`config.mk`:
```
export PLATFORM = sky130hd
export DESIGN_NAME = ansi_csi_escape_stripper_unit
export DESIGN_NICKNAME = d
export VERILOG_FILES = /design/src/rtl/core/acsf_pkg.sv /design/src/rtl/core/acsf_front.sv /design/src/rtl/core/acsf_queue.sv /design/src/rtl/core/acsf_back.sv /design/src/rtl/core/ansi_csi_escape_stripper_unit.sv
export SDC_FILE = /design/constraint.sdc
export NUM_CORES = 1
export LEC_CHECK = 0
export CAP_MARGIN = 20
export CORE_UTILIZATION = 53
export CTS_CLUSTER_SIZE = 16
export DETAILED_ROUTE_END_ITERATION = 8
export DONT_BUFFER_PORTS = 1
export PLACE_DENSITY = 0.75
export SLEW_MARGIN = 20
export SYNTH_ARGS = -nofsm -noshare
export SYNTH_HDL_FRONTEND = slang
export SYNTH_HIERARCHICAL = 1
export SYNTH_SLANG_ARGS = --single-unit
```
`constraint.sdc`:
```
create_clock -name aclk -period 4.25 [get_ports aclk]
set_input_delay 0.6375 -clock aclk [delete_from_list [all_inputs] [get_ports aclk]]
set_output_delay 0.6375 -clock aclk [all_outputs]
set_load 0.03 [all_outputs]
```
`src/rtl/core/acsf_pkg.sv`:
```
package acsf_pkg;

    localparam int unsigned QUEUE_DEPTH = 4;

    localparam logic [7:0] BYTE_ESC      = 8'h1B;
    localparam logic [7:0] BYTE_CSI      = 8'h9B;
    localparam logic [7:0] BYTE_LBRACKET = 8'h5B;
    localparam logic [7:0] BYTE_QUERY    = 8'h3F;
    localparam logic [7:0] BYTE_SEMI     = 8'h3B;
    localparam logic [7:0] BYTE_DIGIT_LO = 8'h30;
    localparam logic [7:0] BYTE_DIGIT_HI = 8'h39;
    localparam logic [7:0] BYTE_FINAL_LO = 8'h40;
    localparam logic [7:0] BYTE_FINAL_HI = 8'h7E;

    // One queue entry holds every word caused by one input byte (at most two).
    typedef struct packed {
        logic [7:0] byte0;
        logic [7:0] byte1;
        logic       two;
        logic       valid0;
        logic       eot;
    } acsf_entry_t;

    typedef struct packed {
        logic        push;
        acsf_entry_t entry;
    } acsf_wr_t;

    typedef struct packed {
        logic        not_empty;
        acsf_entry_t entry;
    } acsf_rd_t;

endpackage

```
`src/rtl/core/acsf_front.sv`:
```
module acsf_front (
    input  logic            aclk,
    input  logic            aresetn,
    input  logic            s_valid,
    input  logic            s_ready,
    input  logic [7:0]      s_in_byte,
    input  logic            s_in_last,
    output acsf_pkg::acsf_wr_t wr
);
    import acsf_pkg::*;

    typedef enum logic [1:0] {
        MODE_TEXT   = 2'd0,
        MODE_ESC    = 2'd1,
        MODE_PARAMS = 2'd2,
        MODE_QUERY  = 2'd3
    } mode_t;

    mode_t       mode_reg;
    mode_t       mode_next;
    mode_t       text_mode;
    mode_t       parsed_mode;
    logic        text_emit;
    logic        use_text;
    logic        lead_query;
    logic        tail_query;
    logic        any_word;
    logic        is_param;
    logic        is_final;
    logic        accept;
    acsf_entry_t entry;

    assign accept   = s_valid && s_ready;
    assign is_param = ((s_in_byte >= BYTE_DIGIT_LO) && (s_in_byte <= BYTE_DIGIT_HI))
                      || (s_in_byte == BYTE_SEMI);
    assign is_final = (s_in_byte >= BYTE_FINAL_LO) && (s_in_byte <= BYTE_FINAL_HI);

    // Plain text handling of the current byte, used by several modes.
    always_comb begin
        text_emit = 1'b0;
        unique case (s_in_byte)
            BYTE_ESC:   text_mode = MODE_ESC;
            BYTE_CSI:   text_mode = MODE_PARAMS;
            BYTE_QUERY: text_mode = MODE_QUERY;
            default: begin
                text_mode = MODE_TEXT;
                text_emit = 1'b1;
            end
        endcase
    end

    always_comb begin
        use_text    = 1'b0;
        lead_query  = 1'b0;
        parsed_mode = mode_reg;
        unique case (mode_reg)
            MODE_ESC: begin
                if (s_in_byte == BYTE_LBRACKET) begin
                    parsed_mode = MODE_PARAMS;
                end else begin
                    use_text = 1'b1;
                end
            end
            MODE_PARAMS: begin
                if (is_param) begin
                    parsed_mode = MODE_PARAMS;
                end else if (is_final) begin
                    parsed_mode = MODE_TEXT;
                end else begin
                    use_text = 1'b1;
                end
            end
            MODE_QUERY: begin
                if (s_in_byte == BYTE_LBRACKET) begin
                    parsed_mode = MODE_PARAMS;
                end else begin
                    lead_query = 1'b1;
                    use_text   = 1'b1;
                end
            end
            default: use_text = 1'b1;
        endcase
        if (use_text) begin
            parsed_mode = text_mode;
        end
    end

    // A held question mark at end of text is flushed. An emitted text byte
    // always returns the parser to normal text mode, so at most two words result.
    always_comb begin
        tail_query   = s_in_last && (parsed_mode == MODE_QUERY);
        any_word     = lead_query || (use_text && text_emit) || tail_query;
        entry.byte0  = (use_text && text_emit && !lead_query) ? s_in_byte : BYTE_QUERY;
        entry.byte1  = (use_text && text_emit) ? s_in_byte : BYTE_QUERY;
        entry.two    = lead_query && ((use_text && text_emit) || tail_query);
        entry.valid0 = any_word;
        entry.eot    = s_in_last;
        if (!any_word) begin
            entry.byte0 = 8'h00;
        end
        wr.entry = entry;
        wr.push  = accept && (any_word || s_in_last);
        mode_next = s_in_last ? MODE_TEXT : parsed_mode;
    end

    always_ff @(posedge aclk) begin
        if (!aresetn) begin
            mode_reg <= MODE_TEXT;
        end else if (accept) begin
            mode_reg <= mode_next;
        end
    end

endmodule

```
`src/rtl/core/acsf_queue.sv`:
```
module acsf_queue #(
    parameter int unsigned DEPTH = acsf_pkg::QUEUE_DEPTH
) (
    input  logic               aclk,
    input  logic               aresetn,
    input  acsf_pkg::acsf_wr_t wr,
    output logic               full,
    input  logic               pop,
    output acsf_pkg::acsf_rd_t rd
);
    import acsf_pkg::*;

    localparam int unsigned PTR_W = (DEPTH > 1) ? $clog2(DEPTH) : 1;
    localparam int unsigned CNT_W = $clog2(DEPTH + 1);

    acsf_entry_t        slots [DEPTH];
    logic [PTR_W-1:0]   wr_ptr_reg;
    logic [PTR_W-1:0]   wr_ptr_next;
    logic [PTR_W-1:0]   rd_ptr_reg;
    logic [PTR_W-1:0]   rd_ptr_next;
    logic [CNT_W-1:0]   count_reg;
    logic [CNT_W-1:0]   count_next;
    logic               push_fire;
    logic               pop_fire;

    assign full      = (count_reg == CNT_W'(DEPTH));
    assign push_fire = wr.push && !full;
    assign pop_fire  = pop && (count_reg != '0);

    assign rd.not_empty = (count_reg != '0);
    assign rd.entry     = slots[rd_ptr_reg];

    always_comb begin
        wr_ptr_next = wr_ptr_reg;
        rd_ptr_next = rd_ptr_reg;
        count_next  = count_reg;
        if (push_fire) begin
            wr_ptr_next = (wr_ptr_reg == PTR_W'(DEPTH - 1)) ? '0 : wr_ptr_reg + 1'b1;
        end
        if (pop_fire) begin
            rd_ptr_next = (rd_ptr_reg == PTR_W'(DEPTH - 1)) ? '0 : rd_ptr_reg + 1'b1;
        end
        if (push_fire && !pop_fire) begin
            count_next = count_reg + 1'b1;
        end else if (pop_fire && !push_fire) begin
            count_next = count_reg - 1'b1;
        end
    end

    always_ff @(posedge aclk) begin
        if (!aresetn) begin
            wr_ptr_reg <= '0;
            rd_ptr_reg <= '0;
            count_reg  <= '0;
        end else begin
            wr_ptr_reg <= wr_ptr_next;
            rd_ptr_reg <= rd_ptr_next;
            count_reg  <= count_next;
        end
    end

    always_ff @(posedge aclk) begin
        if (push_fire) begin
            slots[wr_ptr_reg] <= wr.entry;
        end
    end

    a_count_bound: assert property (@(posedge aclk) disable iff (!aresetn)
        count_reg <= CNT_W'(DEPTH))
        else $error("queue fill count beyond depth");

    a_push_grows: assert property (@(posedge aclk) disable iff (!aresetn)
        (push_fire && !pop_fire) |=> (count_reg == $past(count_reg) + 1'b1))
        else $error("push without pop did not grow the queue");

    a_pop_shrinks: assert property (@(posedge aclk) disable iff (!aresetn)
        (pop_fire && !push_fire) |=> (count_reg == $past(count_reg) - 1'b1))
        else $error("pop without push did not shrink the queue");

endmodule

```
`src/rtl/core/acsf_back.sv`:
```
module acsf_back (
    input  logic               aclk,
    input  logic               aresetn,
    input  acsf_pkg::acsf_rd_t rd,
    output logic               pop,
    output logic               m_valid,
    input  logic               m_ready,
    output logic [7:0]         m_out_byte,
    output logic               m_byte_valid,
    output logic               m_end_of_text
);
    import acsf_pkg::*;

    // Set while the second word of a two-word entry is on the output.
    logic half_reg;
    logic half_next;
    logic last_of_entry;
    logic word_fire;

    assign m_valid       = rd.not_empty;
    assign last_of_entry = half_reg || !rd.entry.two;
    assign word_fire     = m_valid && m_ready;
    assign pop           = word_fire && last_of_entry;

    assign m_out_byte    = half_reg ? rd.entry.byte1 : rd.entry.byte0;
    assign m_byte_valid  = half_reg ? 1'b1 : rd.entry.valid0;
    assign m_end_of_text = rd.entry.eot && last_of_entry;

    always_comb begin
        half_next = half_reg;
        if (word_fire) begin
            half_next = !last_of_entry;
        end
    end

    always_ff @(posedge aclk) begin
        if (!aresetn) begin
            half_reg <= 1'b0;
        end else begin
            half_reg <= half_next;
        end
    end

    a_half_two: assert property (@(posedge aclk) disable iff (!aresetn)
        half_reg |-> (rd.not_empty && rd.entry.two))
        else $error("second word selected on an entry without one");

    a_first_then_second: assert property (@(posedge aclk) disable iff (!aresetn)
        (word_fire && rd.entry.two && !half_reg) |=> (half_reg && !$past(pop)))
        else $error("two-word entry left before its second word");

endmodule

```
`src/rtl/core/ansi_csi_escape_stripper_unit.sv`:
```
// Channel  Dir  Handshake          Payload
// s_       in   s_valid/s_ready    s_in_byte[7:0], s_in_last
// m_       out  m_valid/m_ready    m_out_byte[7:0], m_byte_valid, m_end_of_text
//
// One byte is accepted per cycle while the entry queue has room; the parser
// classifies it in the same cycle and queues the words it causes, at most two.
// The output side drains one word per cycle while m_ready is high, so a byte that
// yields two words holds the output for both; words reach it from the queue slots.
// aresetn is synchronous, active low, and returns the parser to normal text.
// Either side may stall without blocking the other until the queue fills or empties.
module ansi_csi_escape_stripper_unit #(
    parameter int unsigned QUEUE_DEPTH = acsf_pkg::QUEUE_DEPTH
) (
    input  logic       aclk,
    input  logic       aresetn,
    input  logic       s_valid,
    output logic       s_ready,
    input  logic [7:0] s_in_byte,
    input  logic       s_in_last,
    output logic       m_valid,
    input  logic       m_ready,
    output logic [7:0] m_out_byte,
    output logic       m_byte_valid,
    output logic       m_end_of_text
);
    import acsf_pkg::*;

    acsf_wr_t wr;
    acsf_rd_t rd;
    logic     full;
    logic     pop;

    assign s_ready = !full;

    acsf_front u_front (
        .aclk      (aclk),
        .aresetn   (aresetn),
        .s_valid   (s_valid),
        .s_ready   (s_ready),
        .s_in_byte (s_in_byte),
        .s_in_last (s_in_last),
        .wr        (wr)
    );

    acsf_queue #(
        .DEPTH (QUEUE_DEPTH)
    ) u_queue (
        .aclk    (aclk),
        .aresetn (aresetn),
        .wr      (wr),
        .full    (full),
        .pop     (pop),
        .rd      (rd)
    );

    acsf_back u_back (
        .aclk          (aclk),
        .aresetn       (aresetn),
        .rd            (rd),
        .pop           (pop),
        .m_valid       (m_valid),
        .m_ready       (m_ready),
        .m_out_byte    (m_out_byte),
        .m_byte_valid  (m_byte_valid),
        .m_end_of_text (m_end_of_text)
    );

endmodule
```
# After elaboration in Yosys (flattened, before gate mapping)
# Memories as Yosys holds them, arrays and structs flattened. A register that Yosys moved wholly into a read port is not among the register bits.
# Index checks and enable logic that the tools add are counted.
classes:
  n_addsub: 4
  magnitude_cmp: 4
  n_eq_ne: 12
  muxes: 26
  reduce_logical: 31
ops:
  columns: ["cell", "n"]
  rows:
  - ["8-bit 2-to-1 mux", 4]
  - ["2-bit 2-to-1 mux", 9]
  - ["8-bit by 6-bit == test with 1-bit output, second input constant", 2]
  - ["1-bit logical AND", 15]
  - ["2-bit == test, second input constant", 5]
  - ["8-bit by 5-bit == test with 1-bit output, second input constant", 1]
  - ["8-bit by 7-bit == test with 1-bit output, second input constant", 1]
  - ["8-bit == test, second input constant", 1]
  - ["8-bit by 6-bit greater-or-equal comparator with 1-bit output, second input constant", 1]
  - ["8-bit by 7-bit greater-or-equal comparator with 1-bit output, second input constant", 1]
  - ["8-bit by 6-bit less-or-equal comparator with 1-bit output, second input constant", 1]
  - ["8-bit by 7-bit less-or-equal comparator with 1-bit output, second input constant", 1]
  - ["1-bit 2-to-1 mux", 8]
  - ["1-bit zero test", 6]
  - ["1-bit logical OR", 6]
  - ["3-bit 2-to-1 mux", 2]
  - ["2-bit case mux with 3 select lines", 1]
  - ["2-bit by 1-bit adder with 2-bit output, second input constant", 2]
  - ["2-bit case mux with 2 select lines", 1]
  - ["3-bit by 1-bit adder with 3-bit output, second input constant", 1]
  - ["3-bit == test, second input constant", 1]
  - ["3-bit nonzero test", 1]
  - ["3-bit OR reduction", 1]
  - ["3-bit by 1-bit subtractor with 3-bit output, second input constant", 1]
  - ["other kinds (4)", 4]
word_totals:
  regBits: 10
  ramBits: 76
  inputBits: 13
  output_inout_bits: 12
  elab_cells: 83
  mem_count: 1
mem_list:
  columns: ["memory", "words", "word_bits", "read_ports", "rd_clocked_by_memory_dff", "wr", "line_no", "rtl"]
  rows:
  - ["u_queue.slots", 4, 19, 1, 1, 1, "acsf_queue.sv:16", "acsf_entry_t slots [DEPTH];"]

# Depth between registers and ports, before layout
logic_depth:
  depth_word: 16
  depth_mapped: 14
  depth_no_buf: 12

# By module
# Netlist, hierarchy kept.
by_module_without_submodules:
  columns: ["module", "n_inst", "cells_each", "area_per_inst_um2", "seq_area_each_um2"]
  rows:
  - ["acsf_queue", 1, 150, 3266.9, 2462.4]
  - ["acsf_front", 1, 66, 496.7, 40.0]
  - ["acsf_back", 1, 18, 180.2, 20.0]
  - ["ansi_csi_escape_stripper_unit", 1, 1, 3.8, 0.0]

# Least setup slack after synthesis
# OpenSTA, ideal clock, no wires.
synth_timing:
  path_type: "input -> register"
  from: "in s_in_byte[5]"
  to: "reg u_queue.count_reg[2]"
  setup_ns: 0.076
  arrival_time_ns: 3.121
  required_ns: 4.174
  slack_ns: 1.053
  stages: 14
  cell_sequence: "buf_2 -> inv_2 -> o311ai_0 -> o31a_1 -> and2_4 -> o311a_1 -> nor2b_1 -> buf_2 -> ha_1 -> inv_1 -> fa_1 -> xor2_1 -> or3_1 -> a21boi_0"
synth_rtl:
  columns: ["element", "line_no", "rtl"]
  rows:
  - ["start, declared", "ansi_csi_escape_stripper_unit.sv:18", "input logic [7:0] s_in_byte,"]
  - ["end signal, assigned", "acsf_queue.sv:58", "count_reg <= count_next;"]
  - ["end, declared", "acsf_queue.sv:21", "logic [CNT_W-1:0] count_reg;"]

==> results.toml <==
[worst_setup_path]
critical_path_arrival_ns = 3.58
cpPeakStageDelay_ns = 0.39
start_kind = "register"
cp-end-kind = "register"
worstPathMaxFanout = 15
worst-r2r-setup-slack_ns = 0.94
worst_path_max_delay_cell = "nor2b_1"
path_cells = "nor3b_2 > a22o_1 > a221oi_2 > and2_4 > o311a_1 > nor2b_1 > ha_1 > inv_1 > fa_1 > xor2_1 > or3_1 > a21boi_0"
cp_data_required_time_ns = 4.52
crit_type = "register to register"

[layout]
final_common_cell = "edfxtp_1"
largest_reg_flops = 76
finalNetCount = 259
syn2layout_area_growth_pct = 7.92
layout_common_cells = "76 x edfxtp_1, 12 x dfxtp_1, 11 x nand2_1"
layoutNonFillerInstCount = 343
n_fill_cell = 552
multi_input_area_sq_mm = 0.00129
drive_above_1_share = 0.209
seqCellArea_sq_mm = 0.00252
diodes = 0

[timing]
setup_viol = 0
period_share = 0.778
drv_slew = 0
fin_ws_ns = 0.944
tightest_slew_ns = 0.618
skew_ns = 0.0114
fmax_mhz = 302
fin_crit_ns = 3.31
finalSetupTns_ns = 0
hold_slack_ns = 0.382
max-slew-margin-rel = 0.587
hold_viol = 0
rsz0062_at_grt = "no"

[power]
p_int_mw = 1.67
pwr-share-clk = 0.298
p_comb_frac = 0.223
p_switching_uw = 662
ir_drop_uv = 210
sequentialPowerShare = 0.480
p_sw_frac = 0.283
p_leak_nw = 1.44
powerDensity_mw_per_mm2 = 548

[detailed_routing]
first_pass_iters = 4
post-route-drc-count = 0
avgRoutedWirePerCell_um = 19.8
ant_nets = 0
vias_per_cell = 5.84
routed_wl_um = 6800
via_count = 2003
dr.first_iter.drc_count = 165

[yosys]
ys_types = 53
synth_warnings = 6
synth-seq-cells = 88
seq_area_frac_synth = 0.639
ys_async_sr_fraction = 0
syn_area_per_cell_sq_um = 16.8
syn_area_sq_mm = 0.00395
synth.top_cell.area_share = 0.578
ys.flop_type = "edfxtp_1"
syn_inst = 235
ys_top_cells_by_area = "edfxtp_1 58%, dfxtp_1 6.1%, mux4_1 6.0%"
synthesis.nets = 255
synth-edff-count = 76
synth_top_area_cell = "edfxtp_1"

[placement]
dp_hpwl_um = 4490
gp_congestion = 0.808
dp_cells = 327
dpl_worst_slack_ns = 0.653
port_buffers = 0

[clock_tree]
cts_tree = "built"
root_buffer = "clkbuf_8"
postCtsSetupRepairBufs = 0
cts_resized = 0
clk_latency_ns = 0.35
ctsHoldBuffers = 0
htreeDepth = 3
cts.path.max_buffers = 2
numCtsBuffers = 9
clock-sinks = 88
clk_pin_slew_worst_paths_ns = 0.08

[floorplan]
dieArea_sq_mm = 0.00780
num_rows = 31
start_util = 0.547
die_h_um = 88.3
io_pins = 25
die_x_um = 88.3
design.core.area_sq_mm = 0.00721

[grt]
grt_pass1_vias = 2090
grt_max_degree = 20
grt_use_total = 0.191
gr-total-overflow = 0
antenna_found_initial = 0
grt_first_pass_wirelength_um = 10600

[hold_path]
min_path_type = "primary input to register"

[run_status]
outcome = "finished clean"

[flow_run]
cap_viol_max_count = 0
-- metrics by stage --
stage,util,area (sq um),power [mW]
6_report,0.591,4260,2.34
5_1_grt,0.591,4260,2.44
4_1_cts,0.591,4260,2.36
3_5_place_dp,0.556,4010,1.67
3_3_place_gp,0.556,4010,1.65
2_1_floorplan,-,3950,1.58
-- kinds of logic (layout without fill, tap and decap cells) --
logic type                 Yosys count  after routing  synth area share
adders and majority gates            7              7            0.0241
DFF                                 88             88             0.639
muxes                               30             30             0.147
AOI/OAI and AO/OA                   26             26            0.0523
xor gates and xnor gates             3              3           0.00666
and+or+nand+nor                     60             60            0.0964
buffers and inverters               21             30            0.0342
-- worst paths after layout --
check,depth (start not counted),from,end
setup / recovery,12,u_front/mode_reg[1],u_queue/count_reg[2]
hold / removal,0,s_in_last,u_queue/slots[1][0]
setup reg to reg,12,u_front/mode_reg[1],u_queue/count_reg[2]
hold reg to reg,2,u_queue/wr_ptr_reg[1],u_queue/wr_ptr_reg[1]
-- area by class of cell --
type / count / area share
sequential: 88 / 0.592
multi-input combinational: 126 / 0.303
clock inverter: 7 / 0.0294
clock buffer: 9 / 0.0291
tap: 99 / 0.0291
timing repair buffer: 6 / 0.0106
inverter: 8 / 0.00705
-- layer usage --
metal / track usage / wire, um / part of all wire
met3: 0.0616 / 460 / 0.068
met5: 0 / 0 / 0
met4: 0.0968 / 115 / 0.017
met2: 0.319 / 3420 / 0.50
met1: 0.222 / 2810 / 0.41
-- cell usage after synthesis, types with 2 or more instances --
cell	instances
a211oi_1	2
a21o_1	6
and2_1	8
and3_1	5
buf_2	5
buf_4	3
buf_6	3
dfxtp_1	12
edfxtp_1	76
ha_1	6
inv_1	7
mux2_2	8
mux2i_1	3
mux4_1	9
mux4_2	10
nand2_1	11
nand2b_1	7
nand3_1	6
nor2_1	5
nor2b_1	4
nor3b_2	2
o21a_1	2
o21ai_0	3
or3_1	2
xor2_1	2
-- critical path, delay by kind of cell, from the launching register on --
family	cells	cell delay, ns
simple gates	4	1.17
compound gates	4	0.85
fa+ha+maj	2	0.64
flops	1	0.34
xor+xnor	1	0.18
buf+inv	1	0.06
-- power groups by stage --
stage | sequential, mW | combinational [mW] | clock, mW
floorplan | 1.12 | 0.466 | 0
global placement | 1.13 | 0.512 | 0
detailed placement | 1.14 | 0.523 | 0
CTS | 1.12 | 0.526 | 0.707
global route | 1.14 | 0.565 | 0.739
finish | 1.12 | 0.520 | 0.695
Note: power is estimated with default switching activity, not from simulation.
